### src/design/lfps_pkg.sv
package lfps_pkg;

  localparam int SENSOR_COUNT = 8;

  // Port and register widths
  localparam int GAIN_W     = 16;
  localparam int DUTY_W     = 10;
  localparam int THR_W      = 11;
  localparam int CFG_IDX_W  = 3;
  localparam int CFG_DATA_W = 16;
  localparam int HITS_W     = 4;
  localparam int X100_W     = 11;

  // Internal arithmetic widths
  localparam int SUM_W     = 14;  // weighted sum of set bits, Q6.8
  localparam int OFF_W     = 12;  // offset and error, Q4.8
  localparam int DIFF_W    = 13;  // error difference for the derivative term
  localparam int INTEG_W   = 32;
  localparam int OPB_W     = 32;  // second operand of the shared multiplier
  localparam int PROD_W    = 49;
  localparam int PID_W     = 50;
  localparam int DIV_NUM_W = 13;  // magnitude of the weighted sum
  localparam int DIV_DEN_W = 3;   // active count when a divide is needed (1..7)

  localparam logic signed [SUM_W-1:0] WEIGHT_Q88 [SENSOR_COUNT] = '{
    14'sd1792, 14'sd1280, 14'sd768, 14'sd128,
    -14'sd384, -14'sd768, -14'sd1280, -14'sd1792
  };

  localparam logic [CFG_IDX_W-1:0] CFG_GAIN_P      = 3'd0;
  localparam logic [CFG_IDX_W-1:0] CFG_GAIN_I      = 3'd1;
  localparam logic [CFG_IDX_W-1:0] CFG_GAIN_D      = 3'd2;
  localparam logic [CFG_IDX_W-1:0] CFG_BASE_DUTY   = 3'd3;
  localparam logic [CFG_IDX_W-1:0] CFG_SEARCH_DUTY = 3'd4;
  localparam logic [CFG_IDX_W-1:0] CFG_MAX_DUTY    = 3'd5;
  localparam logic [CFG_IDX_W-1:0] CFG_SIDE_THR    = 3'd6;
  localparam logic [CFG_IDX_W-1:0] CFG_BIG_THR     = 3'd7;

  localparam logic [DUTY_W-1:0] MAX_DUTY_RST = 10'd1000;
  localparam logic [THR_W-1:0]  SIDE_THR_RST = 11'd256;
  localparam logic [THR_W-1:0]  BIG_THR_RST  = 11'd768;

  typedef enum logic [1:0] {
    SIDE_UNKNOWN = 2'd0,
    SIDE_LEFT    = 2'd1,
    SIDE_RIGHT   = 2'd2
  } side_t;

  typedef enum logic [3:0] {
    ST_IDLE,
    ST_DIV_GO,
    ST_DIV_WAIT,
    ST_UPDATE,
    ST_MAC_P,
    ST_MAC_I,
    ST_MAC_D,
    ST_MAC_DRAIN,
    ST_WRITE
  } seq_state_t;

  typedef struct packed {
    logic clear;
    logic issue;
  } mac_ctrl_t;

endpackage

### src/design/lfps_div.sv
module lfps_div import lfps_pkg::*; #(
  parameter int NUM_W = DIV_NUM_W,
  parameter int DEN_W = DIV_DEN_W
) (
  input  logic             clk,
  input  logic             rst,
  input  logic             start,
  input  logic [NUM_W-1:0] numer,
  input  logic [DEN_W-1:0] denom,
  output logic             done,
  output logic [NUM_W-1:0] quotient
);

  localparam int CNT_W = $clog2(NUM_W + 1);

  logic             busy;
  logic [CNT_W-1:0] cnt;
  logic [DEN_W-1:0] rem;
  logic [DEN_W-1:0] den;
  logic [NUM_W-1:0] quo;

  logic [DEN_W:0]   shifted;
  logic [DEN_W:0]   trial;
  logic             fits;

  // Restoring division: one quotient bit per cycle, dividend bits shift out
  // of the top of quo while quotient bits shift in at the bottom.
  always_comb begin
    shifted = {rem, quo[NUM_W-1]};
    trial   = shifted - {1'b0, den};
    fits    = (shifted >= {1'b0, den});
  end

  always_ff @(posedge clk) begin
    if (rst) begin
      busy <= 1'b0;
      done <= 1'b0;
    end else begin
      done <= 1'b0;
      if (start) begin
        busy <= 1'b1;
      end else if (busy && cnt == CNT_W'(1)) begin
        busy <= 1'b0;
        done <= 1'b1;
      end
    end
  end

  always_ff @(posedge clk) begin
    if (start) begin
      quo <= numer;
      rem <= '0;
      den <= denom;
      cnt <= CNT_W'(NUM_W);
    end else if (busy) begin
      rem <= fits ? trial[DEN_W-1:0] : shifted[DEN_W-1:0];
      quo <= {quo[NUM_W-2:0], fits};
      cnt <= cnt - CNT_W'(1);
    end
  end

  assign quotient = quo;

endmodule

### src/design/lfps_mac.sv
module lfps_mac import lfps_pkg::*; (
  input  logic                    clk,
  input  logic                    rst,
  input  mac_ctrl_t               ctrl,
  input  logic [GAIN_W-1:0]       gain,
  input  logic signed [OPB_W-1:0] operand,
  output logic signed [PID_W-1:0] acc
);

  logic signed [PROD_W-1:0] product;
  logic                     prod_valid;

  always_ff @(posedge clk) begin
    if (rst) begin
      prod_valid <= 1'b0;
    end else if (ctrl.clear) begin
      prod_valid <= 1'b0;
    end else begin
      prod_valid <= ctrl.issue;
    end
  end

  // The gain is unsigned, so it gets a zero sign bit before the multiply.
  always_ff @(posedge clk) begin
    product <= $signed({1'b0, gain}) * operand;
  end

  always_ff @(posedge clk) begin
    if (ctrl.clear) begin
      acc <= '0;
    end else if (prod_valid) begin
      acc <= acc + PID_W'(product);
    end
  end

endmodule

### src/design/line_follow_pid_steering_unit.sv
// An accepted sensor pattern takes its longest path when only some sensors see the line:
// the 13-step divider and then three passes through the shared multiply-accumulate unit.
// When every sensor sees the line the divider is skipped, and when none does the pattern
// goes straight to the output write. One pattern is worked on at a time (in_stall is high outside ST_IDLE).
// Reset (rst, synchronous) restores the register defaults, clears the PID memory,
// the side memory and the search flag, and empties the output register.
module line_follow_pid_steering_unit import lfps_pkg::*; (
  input  logic                     clk,
  input  logic                     rst,
  input  logic                     cfg_valid,
  output logic                     cfg_ready,
  input  logic [CFG_IDX_W-1:0]     cfg_index,
  input  logic [CFG_DATA_W-1:0]    cfg_data,
  input  logic                     in_valid,
  output logic                     in_stall,
  input  logic [SENSOR_COUNT-1:0]  sensor_bits,
  output logic                     out_valid,
  input  logic                     out_stall,
  output logic [DUTY_W-1:0]        left_duty,
  output logic [DUTY_W-1:0]        right_duty,
  output logic                     no_line,
  output logic                     big_turn,
  output logic signed [X100_W-1:0] offset_x100,
  output logic [HITS_W-1:0]        active_sensors,
  output logic [SENSOR_COUNT-1:0]  raw_pattern
);

  localparam int VAL_W = PID_W + 1;
  localparam int Q_W   = VAL_W - 16;

  function automatic logic [DUTY_W-1:0] duty_from(input logic signed [VAL_W-1:0] v,
                                                  input logic [DUTY_W-1:0] max_d);
    logic [Q_W-1:0] q;
    q = v[VAL_W-1:16];
    if (v[VAL_W-1]) begin
      return '0;
    end else if (q > Q_W'(max_d)) begin
      return max_d;
    end else begin
      return q[DUTY_W-1:0];
    end
  endfunction

  // offset * 100 / 256, truncated toward zero
  function automatic logic [X100_W-1:0] x100(input logic signed [OFF_W-1:0] off);
    logic signed [18:0] p;
    logic signed [18:0] adj;
    p   = $signed({{(19-OFF_W){off[OFF_W-1]}}, off}) * 19'sd100;
    adj = p[18] ? p + 19'sd255 : p;
    return adj[18:8];
  endfunction

  // Configuration registers
  logic [GAIN_W-1:0] gain_p, gain_i, gain_d;
  logic [DUTY_W-1:0] base_duty, search_duty, max_duty;
  logic [THR_W-1:0]  side_threshold, big_turn_threshold;

  // Loop state
  logic signed [INTEG_W-1:0] integral_sum;
  logic signed [OFF_W-1:0]   previous_error;
  logic signed [OFF_W-1:0]   last_valid_offset;
  side_t                     remembered_side;
  logic                      searching;

  // Per-item working registers
  seq_state_t                state, state_next;
  logic [SENSOR_COUNT-1:0]   pattern;
  logic signed [SUM_W-1:0]   wsum;
  logic [HITS_W-1:0]         hits;
  logic signed [OFF_W-1:0]   off;
  logic signed [OFF_W-1:0]   err;
  logic signed [DIFF_W-1:0]  diff;
  logic                      lost;
  logic                      big;

  logic signed [SUM_W-1:0]   wsum_c;
  logic [HITS_W-1:0]         hits_c;
  logic                      in_accept;
  logic                      out_load;

  logic                      div_start, div_done;
  logic [DIV_NUM_W-1:0]      div_quo;
  logic [SUM_W-1:0]          wsum_mag;

  mac_ctrl_t                 mac_ctrl;
  logic [GAIN_W-1:0]         mac_gain;
  logic signed [OPB_W-1:0]   mac_operand;
  logic signed [PID_W-1:0]   pid;

  assign cfg_ready = 1'b1;

  always_ff @(posedge clk) begin
    if (rst) begin
      gain_p             <= '0;
      gain_i             <= '0;
      gain_d             <= '0;
      base_duty          <= '0;
      search_duty        <= '0;
      max_duty           <= MAX_DUTY_RST;
      side_threshold     <= SIDE_THR_RST;
      big_turn_threshold <= BIG_THR_RST;
    end else if (cfg_valid) begin
      unique case (cfg_index)
        CFG_GAIN_P:      gain_p             <= cfg_data;
        CFG_GAIN_I:      gain_i             <= cfg_data;
        CFG_GAIN_D:      gain_d             <= cfg_data;
        CFG_BASE_DUTY:   base_duty          <= cfg_data[DUTY_W-1:0];
        CFG_SEARCH_DUTY: search_duty        <= cfg_data[DUTY_W-1:0];
        CFG_MAX_DUTY:    max_duty           <= cfg_data[DUTY_W-1:0];
        CFG_SIDE_THR:    side_threshold     <= cfg_data[THR_W-1:0];
        CFG_BIG_THR:     big_turn_threshold <= cfg_data[THR_W-1:0];
        default: ;
      endcase
    end
  end

  always_comb begin
    wsum_c = '0;
    hits_c = '0;
    for (int i = 0; i < SENSOR_COUNT; i++) begin
      if (sensor_bits[i]) begin
        wsum_c = wsum_c + WEIGHT_Q88[i];
        hits_c = hits_c + HITS_W'(1);
      end
    end
  end

  assign in_accept = in_valid && !in_stall;
  assign out_load  = (state == ST_WRITE) && (!out_valid || !out_stall);
  assign wsum_mag  = wsum[SUM_W-1] ? -wsum : wsum;

  lfps_div #(
    .NUM_W (DIV_NUM_W),
    .DEN_W (DIV_DEN_W)
  ) u_div (
    .clk      (clk),
    .rst      (rst),
    .start    (div_start),
    .numer    (wsum_mag[DIV_NUM_W-1:0]),
    .denom    (hits[DIV_DEN_W-1:0]),
    .done     (div_done),
    .quotient (div_quo)
  );

  lfps_mac u_mac (
    .clk     (clk),
    .rst     (rst),
    .ctrl    (mac_ctrl),
    .gain    (mac_gain),
    .operand (mac_operand),
    .acc     (pid)
  );

  // Sequencer
  always_ff @(posedge clk) begin
    if (rst) begin
      state <= ST_IDLE;
    end else begin
      state <= state_next;
    end
  end

  always_comb begin
    state_next  = state;
    in_stall    = 1'b1;
    div_start   = 1'b0;
    mac_ctrl    = '0;
    mac_gain    = '0;
    mac_operand = '0;
    unique case (state)
      ST_IDLE: begin
        in_stall = 1'b0;
        if (in_valid) begin
          if (hits_c == '0) begin
            state_next = ST_WRITE;
          end else if (hits_c == HITS_W'(SENSOR_COUNT)) begin
            state_next = ST_UPDATE;
          end else begin
            state_next = ST_DIV_GO;
          end
        end
      end
      ST_DIV_GO: begin
        div_start  = 1'b1;
        state_next = ST_DIV_WAIT;
      end
      ST_DIV_WAIT: begin
        if (div_done) begin
          state_next = ST_UPDATE;
        end
      end
      ST_UPDATE: begin
        mac_ctrl.clear = 1'b1;
        state_next     = ST_MAC_P;
      end
      ST_MAC_P: begin
        mac_ctrl.issue = 1'b1;
        mac_gain       = gain_p;
        mac_operand    = OPB_W'(err);
        state_next     = ST_MAC_I;
      end
      ST_MAC_I: begin
        mac_ctrl.issue = 1'b1;
        mac_gain       = gain_i;
        mac_operand    = integral_sum;
        state_next     = ST_MAC_D;
      end
      ST_MAC_D: begin
        mac_ctrl.issue = 1'b1;
        mac_gain       = gain_d;
        mac_operand    = OPB_W'(diff);
        state_next     = ST_MAC_DRAIN;
      end
      ST_MAC_DRAIN: begin
        state_next = ST_WRITE;
      end
      ST_WRITE: begin
        if (out_load) begin
          state_next = ST_IDLE;
        end
      end
      default: begin
        state_next = ST_IDLE;
      end
    endcase
  end

  // Update-step arithmetic, used in ST_UPDATE; off_div is used when the divide finishes
  logic signed [OFF_W-1:0]     err_c;
  logic signed [OFF_W-1:0]     prev_c;
  logic signed [INTEG_W-1:0]   ibase;
  logic signed [INTEG_W:0]     isum;
  logic signed [INTEG_W-1:0]   isat;
  logic signed [DIFF_W-1:0]    off_w;
  logic signed [DIFF_W-1:0]    side_thr_w;
  logic [OFF_W-1:0]            mag;
  logic signed [OFF_W-1:0]     off_div;

  always_comb begin
    err_c  = -off;
    // On reacquiring the line the PID memory restarts from this error.
    prev_c = searching ? err_c : previous_error;
    ibase  = searching ? '0 : integral_sum;
    isum   = (INTEG_W+1)'(ibase) + (INTEG_W+1)'(err_c);
    if (isum[INTEG_W] != isum[INTEG_W-1]) begin
      isat = isum[INTEG_W] ? {1'b1, {(INTEG_W-1){1'b0}}} : {1'b0, {(INTEG_W-1){1'b1}}};
    end else begin
      isat = isum[INTEG_W-1:0];
    end
    off_w      = DIFF_W'(off);
    side_thr_w = $signed({{(DIFF_W-THR_W){1'b0}}, side_threshold});
    mag        = off[OFF_W-1] ? -off : off;
    off_div    = $signed({1'b0, div_quo[OFF_W-2:0]});
  end

  always_ff @(posedge clk) begin
    if (rst) begin
      integral_sum      <= '0;
      previous_error    <= '0;
      last_valid_offset <= '0;
      remembered_side   <= SIDE_UNKNOWN;
      searching         <= 1'b0;
    end else if (in_accept && hits_c == '0) begin
      searching    <= 1'b1;
      integral_sum <= '0;
    end else if (state == ST_UPDATE) begin
      searching         <= 1'b0;
      integral_sum      <= isat;
      previous_error    <= err_c;
      last_valid_offset <= off;
      if (off_w > side_thr_w) begin
        remembered_side <= SIDE_LEFT;
      end else if (off_w < -side_thr_w) begin
        remembered_side <= SIDE_RIGHT;
      end
    end
  end

  always_ff @(posedge clk) begin
    if (in_accept) begin
      pattern <= sensor_bits;
      wsum    <= wsum_c;
      hits    <= hits_c;
      lost    <= (hits_c == '0);
      big     <= (hits_c == '0);
      off     <= '0;
    end else if (state == ST_DIV_WAIT && div_done) begin
      off <= wsum[SUM_W-1] ? -off_div : off_div;
    end else if (state == ST_UPDATE) begin
      err  <= err_c;
      diff <= DIFF_W'(err_c) - DIFF_W'(prev_c);
      big  <= ({1'b0, mag} >= (OFF_W+1)'(big_turn_threshold));
    end
  end

  // Result stage
  logic signed [VAL_W-1:0] base_w;
  logic signed [VAL_W-1:0] pid_w;
  logic [DUTY_W-1:0]       left_c, right_c;

  always_comb begin
    base_w = $signed({{(VAL_W-DUTY_W-16){1'b0}}, base_duty, 16'd0});
    pid_w  = VAL_W'(pid);
    if (lost) begin
      unique case (remembered_side)
        SIDE_LEFT: begin
          left_c  = '0;
          right_c = search_duty;
        end
        SIDE_RIGHT: begin
          left_c  = search_duty;
          right_c = '0;
        end
        default: begin
          left_c  = '0;
          right_c = '0;
        end
      endcase
    end else begin
      left_c  = duty_from(base_w + pid_w, max_duty);
      right_c = duty_from(base_w - pid_w, max_duty);
    end
  end

  always_ff @(posedge clk) begin
    if (rst) begin
      out_valid <= 1'b0;
    end else if (out_load) begin
      out_valid <= 1'b1;
    end else if (!out_stall) begin
      out_valid <= 1'b0;
    end
  end

  always_ff @(posedge clk) begin
    if (out_load) begin
      left_duty      <= left_c;
      right_duty     <= right_c;
      no_line        <= lost;
      big_turn       <= big;
      offset_x100    <= x100(last_valid_offset);
      active_sensors <= hits;
      raw_pattern    <= pattern;
    end
  end

  a_lost_clears_integral: assert property (@(posedge clk) disable iff (rst)
    (in_valid && !in_stall && sensor_bits == '0) |=> (searching && integral_sum == '0))
    else $error("lost line did not clear the integral");

  a_search_integral_zero: assert property (@(posedge clk) disable iff (rst)
    searching |-> (integral_sum == '0))
    else $error("integral nonzero while searching");

  a_div_done_waiting: assert property (@(posedge clk) disable iff (rst)
    div_done |-> (state == ST_DIV_WAIT))
    else $error("divider finished outside its wait state");

  a_write_completes: assert property (@(posedge clk) disable iff (rst)
    out_load |=> (out_valid && state == ST_IDLE))
    else $error("result load did not complete the transaction");

endmodule
### config.mk
export PLATFORM = sky130hd
export DESIGN_NAME = line_follow_pid_steering_unit
export DESIGN_NICKNAME = d
export VERILOG_FILES = /design/src/design/lfps_pkg.sv /design/src/design/lfps_div.sv /design/src/design/lfps_mac.sv /design/src/design/line_follow_pid_steering_unit.sv
export SDC_FILE = /design/constraint.sdc
export NUM_CORES = 2
export LEC_CHECK = 0
export BUFFER_PORTS_ARGS = -buffer_cell sky130_fd_sc_hd__buf_2
export CORE_ASPECT_RATIO = 1.5
export CORE_MARGIN = 5
export CORE_UTILIZATION = 62
export CTS_CLUSTER_SIZE = 40
export DETAILED_ROUTE_END_ITERATION = 8
export PLACE_DENSITY = 0.79
export SYNTH_ARGS = -nofsm -noshare
export SYNTH_HDL_FRONTEND = slang
export SYNTH_SLANG_ARGS = --single-unit
### constraint.sdc
create_clock -name clk -period 13.4 [get_ports clk]
set_input_delay 2.68 -clock clk [delete_from_list [all_inputs] [get_ports clk]]
set_output_delay 2.68 -clock clk [all_outputs]
set_load 0.03 [all_outputs]
==> results.py <==
metrics = {
    "critical_path": {
        "r2r_cells": 27,
        "arrival_ps": 9570,
        "reg2reg_setup_slack_ps": 4270,
        "cp-end-kind": "flip-flop",
        "cp_max_fo": 40,
        "path_class": "reg -> reg",
        "r2r-start": "state[1]",
        "cp_data_required_time_ps": 13840,
        "slowest_stage": "a21oi_1",
        "crit_top_cell": "fa_1",
        "crit_start": "state[1]",
        "cp-start-kind": "flip-flop",
        "r2r_end": "u_mac.product[45]",
        "critPathMaxStageDelay_ps": 790,
    },
    "layout": {
        "syn_to_final_growth_pct": 5.530,
        "fillers": 5680,
        "drive_gt1_frac": 0.04893,
        "layout.nets": 5861,
        "regArea_um2": 8902,
        "multi_input_area_um2": 30300,
    },
    "routing": {
        "vias": 35017,
        "wl_met2_um": 57580,
        "wire_per_inst_um": 19.24,
        "totalWireLength_um": 113600,
        "drtIter0Drc": 2439,
        "highest_layer": "met4",
        "wl_met1_um": 40270,
        "drt_pre_antenna_iters": 6,
        "via_per_inst": 5.927,
        "ant_nets": 0,
        "wl_met3_um": 5903,
        "drc": 0,
    },
    "power_and_ir_drop": {
        "p_leak_nw": 21.07,
        "swShare": 0.3487,
        "internal_power_mw": 2.356,
        "clkPwrFrac": 0.316,
        "seqPwrFrac": 0.405,
        "power.density_nw_per_um2": 80.13,
        "ir_worst_vdd_uv": 111.4,
        "comb_power_share": 0.279,
        "p_switching_mw": 1.261,
    },
    "synthesis": {
        "yosys_warnings": 0,
        "syn_area_um2": 42780,
        "yosysMostFrequentCell": "inv_1",
        "yosys-top-cells-count": "inv_1, nand2_1, fa_1",
        "synth_edf_count": 107,
        "syn_nets": 5919,
        "seq_area_frac_synth": 0.2080,
        "synthArstFlopShare": 0,
        "yosys.area.top_type_share": 0.2363,
        "synth_seq_cells": 391,
        "synth.avg_cell_area_um2": 8.497,
        "synth.area.top_cells": "fa_1, dfxtp_1, ha_1",
        "synthDistinctLibCells": 85,
        "synth_cells": 5035,
        "synth_top_area_cell": "fa_1",
        "synth_flop_cell": "dfxtp_1",
    },
    "sta": {
        "tns_ps": 0,
        "period_share": 0.6817,
        "skew_ps": 35.37,
        "max_freq_mhz": 109.5,
        "layout_setup_ws_ps": 4265,
        "maxSlewHeadroom": 0.1336,
        "setup_viol": 0,
        "fin_hold_ws_ps": 422.0,
        "final_max_slew_viol_count": 0,
        "rsz0062_at_grt": "false",
        "worst_slew_pin_slew_ps": 1291,
        "hold_viol": 0,
        "fin_crit_ps": 9135,
    },
    "run_status": {
        "status": "complete, no violations",
    },
    "flow_run": {
        "maxCapViolCount": 0,
    },
    "hold_path": {
        "worstHoldStart": "pattern[0]",
        "hold_depth": 0,
        "hold_path.class": "reg -> reg",
        "holdPathEnd": "raw_pattern[0]",
    },
    "clocking": {
        "cts_hold_buffers": 0,
        "cts_resized": 0,
        "clk_pin_slew_ps": 70,
        "clock_path_buffers": 3,
        "cts_sinks": 391,
        "cts_buffers": 39,
        "worstSkewPairLatency_ps": 570,
        "cts.htree.levels": 2,
        "cts_setup_buffers": 0,
        "root_buffer": "clkbuf_16",
        "cts_tree": "yes",
    },
    "placed_design": {
        "dp_hpwl_um": 89680,
        "io_buffers": 78,
        "gp_congestion": 0.9780,
        "dp_slack_ps": 4474,
    },
    "global_route": {
        "grt_pass1_vias": 35955,
        "grt_overflow": 0,
        "grt_util_all_layers": 0.3054,
        "grt_max_degree": 73,
        "antenna_found_initial": 2,
        "grt_pass1_wl_um": 183700,
    },
    "die": {
        "coreArea_um2": 68800,
        "die_h_um": 331.7,
        "die_w_um": 224.5,
        "row_count": 118,
        "dieArea_um2": 74460,
        "start_util": 0.6218,
        "boundaryPins": 80,
    },
}
==> cells by family after synthesis <==
group           Yosys count  synth area share
simple gates           1626            0.1667
mux                     122           0.02872
compound gates          837            0.1227
other cells               1        0.00008766
fa+ha+maj               854            0.3383
buf+inv                 955           0.08452
flops                   391            0.2080
xor+xnor                249           0.05098
==> worst max-delay path, delay by kind of cell (launching register included) <==
| family | cells | cell delay, ps |
|---|---|---|
| compound gates | 8 | 2920 |
| xor+xnor | 1 | 150 |
| fa+ha+maj | 7 | 3480 |
| buf+inv | 6 | 920 |
| flops | 1 | 490 |
| simple gates | 5 | 1020 |
==> stage by stage <==
stage | util | instances | area (um2) | total power, mW
4_1_cts | 0.6562 | 5907 | 45140 | 3.618
3_5_place_dp | 0.6369 | 5836 | 43820 | 2.481
2_1_floorplan | - | 5035 | 42780 | 2.190
6_report | 0.6562 | 5908 | 45150 | 3.618
3_3_place_gp | 0.6369 | 5836 | 43820 | 2.451
5_1_grt | 0.6562 | 5907 | 45140 | 3.779
==> cell type report <==
| type | instances | share of cell area |
|---|---|---|
| clock buffers | 49 | 0.02436 |
| clock inverters | 22 | 0.005044 |
| flip-flops and latches | 391 | 0.1972 |
| well taps | 900 | 0.02494 |
| multi-input cells | 3689 | 0.6712 |
| diodes | 1 | 0.00005543 |
| repair buffers | 123 | 0.01618 |
| inverters | 733 | 0.06100 |
==> sequential cells by signal, summed over array words and instances (netlist names), 7 cells and up <==
signal and flops:
big_turn_threshold 11, gain_i 16, u_mac.acc 50, max_duty 10
pattern 8, integral_sum 32, left_duty 10, last_valid_offset 11
gain_p 16, offset_x100 11, raw_pattern 8, err 12
right_duty 10, u_div.quotient 13, gain_d 16, wsum 7
diff 13, side_threshold 11, off 12, previous_error 12
search_duty 10, base_duty 10, u_mac.product 49
==> worst max path at each step <==
stage | cells after the start | endpoint | slack (ps)
3_3_place_gp | 27 | u_mac.product[45] | 4720
2_1_floorplan | 28 | u_mac.product[45] | 5390
3_5_place_dp | 27 | u_mac.product[45] | 4470
6_report | 27 | u_mac.product[45] | 4270
5_1_grt | 27 | u_mac.product[45] | 3800
4_1_cts | 27 | u_mac.product[45] | 4320
==> routing by layer <==
| layer | GRT usage | vias up |
|---|---|---|
| li1 | - | 16161 |
| met1 | 0.3379 | 17021 |
| met2 | 0.5454 | 1328 |
| met3 | 0.03421 | 507 |
| met4 | 0.2073 | 0 |
| met5 | 0 | - |
==> cell usage in the layout, fill, tap and decap left out, types with 57 or more instances in the layout <==
cell        n
inv_1     730
nand2_1   698
fa_1      505
nor2_1    502
ha_1      347
a21oi_1   307
dfxtp_1   281
xnor2_1   160
o21ai_0   136
mux2i_1   116
a21o_1    108
edfxtp_1  107
xor2_1     89
nor3_1     85
buf_2      77
nor2b_1    67
nand3_1    57
==> power groups by stage <==
stage	registers [mW]	clock network [mW]	logic, mW
after floorplan	1.45	0	0.736
after global placement	1.49	0	0.966
after detailed placement	1.49	0	0.991
after global routing	1.48	1.20	1.10
after CTS	1.46	1.16	0.999
final	1.47	1.14	1.01
No activity file was read; power rests on OpenSTA's default activity.
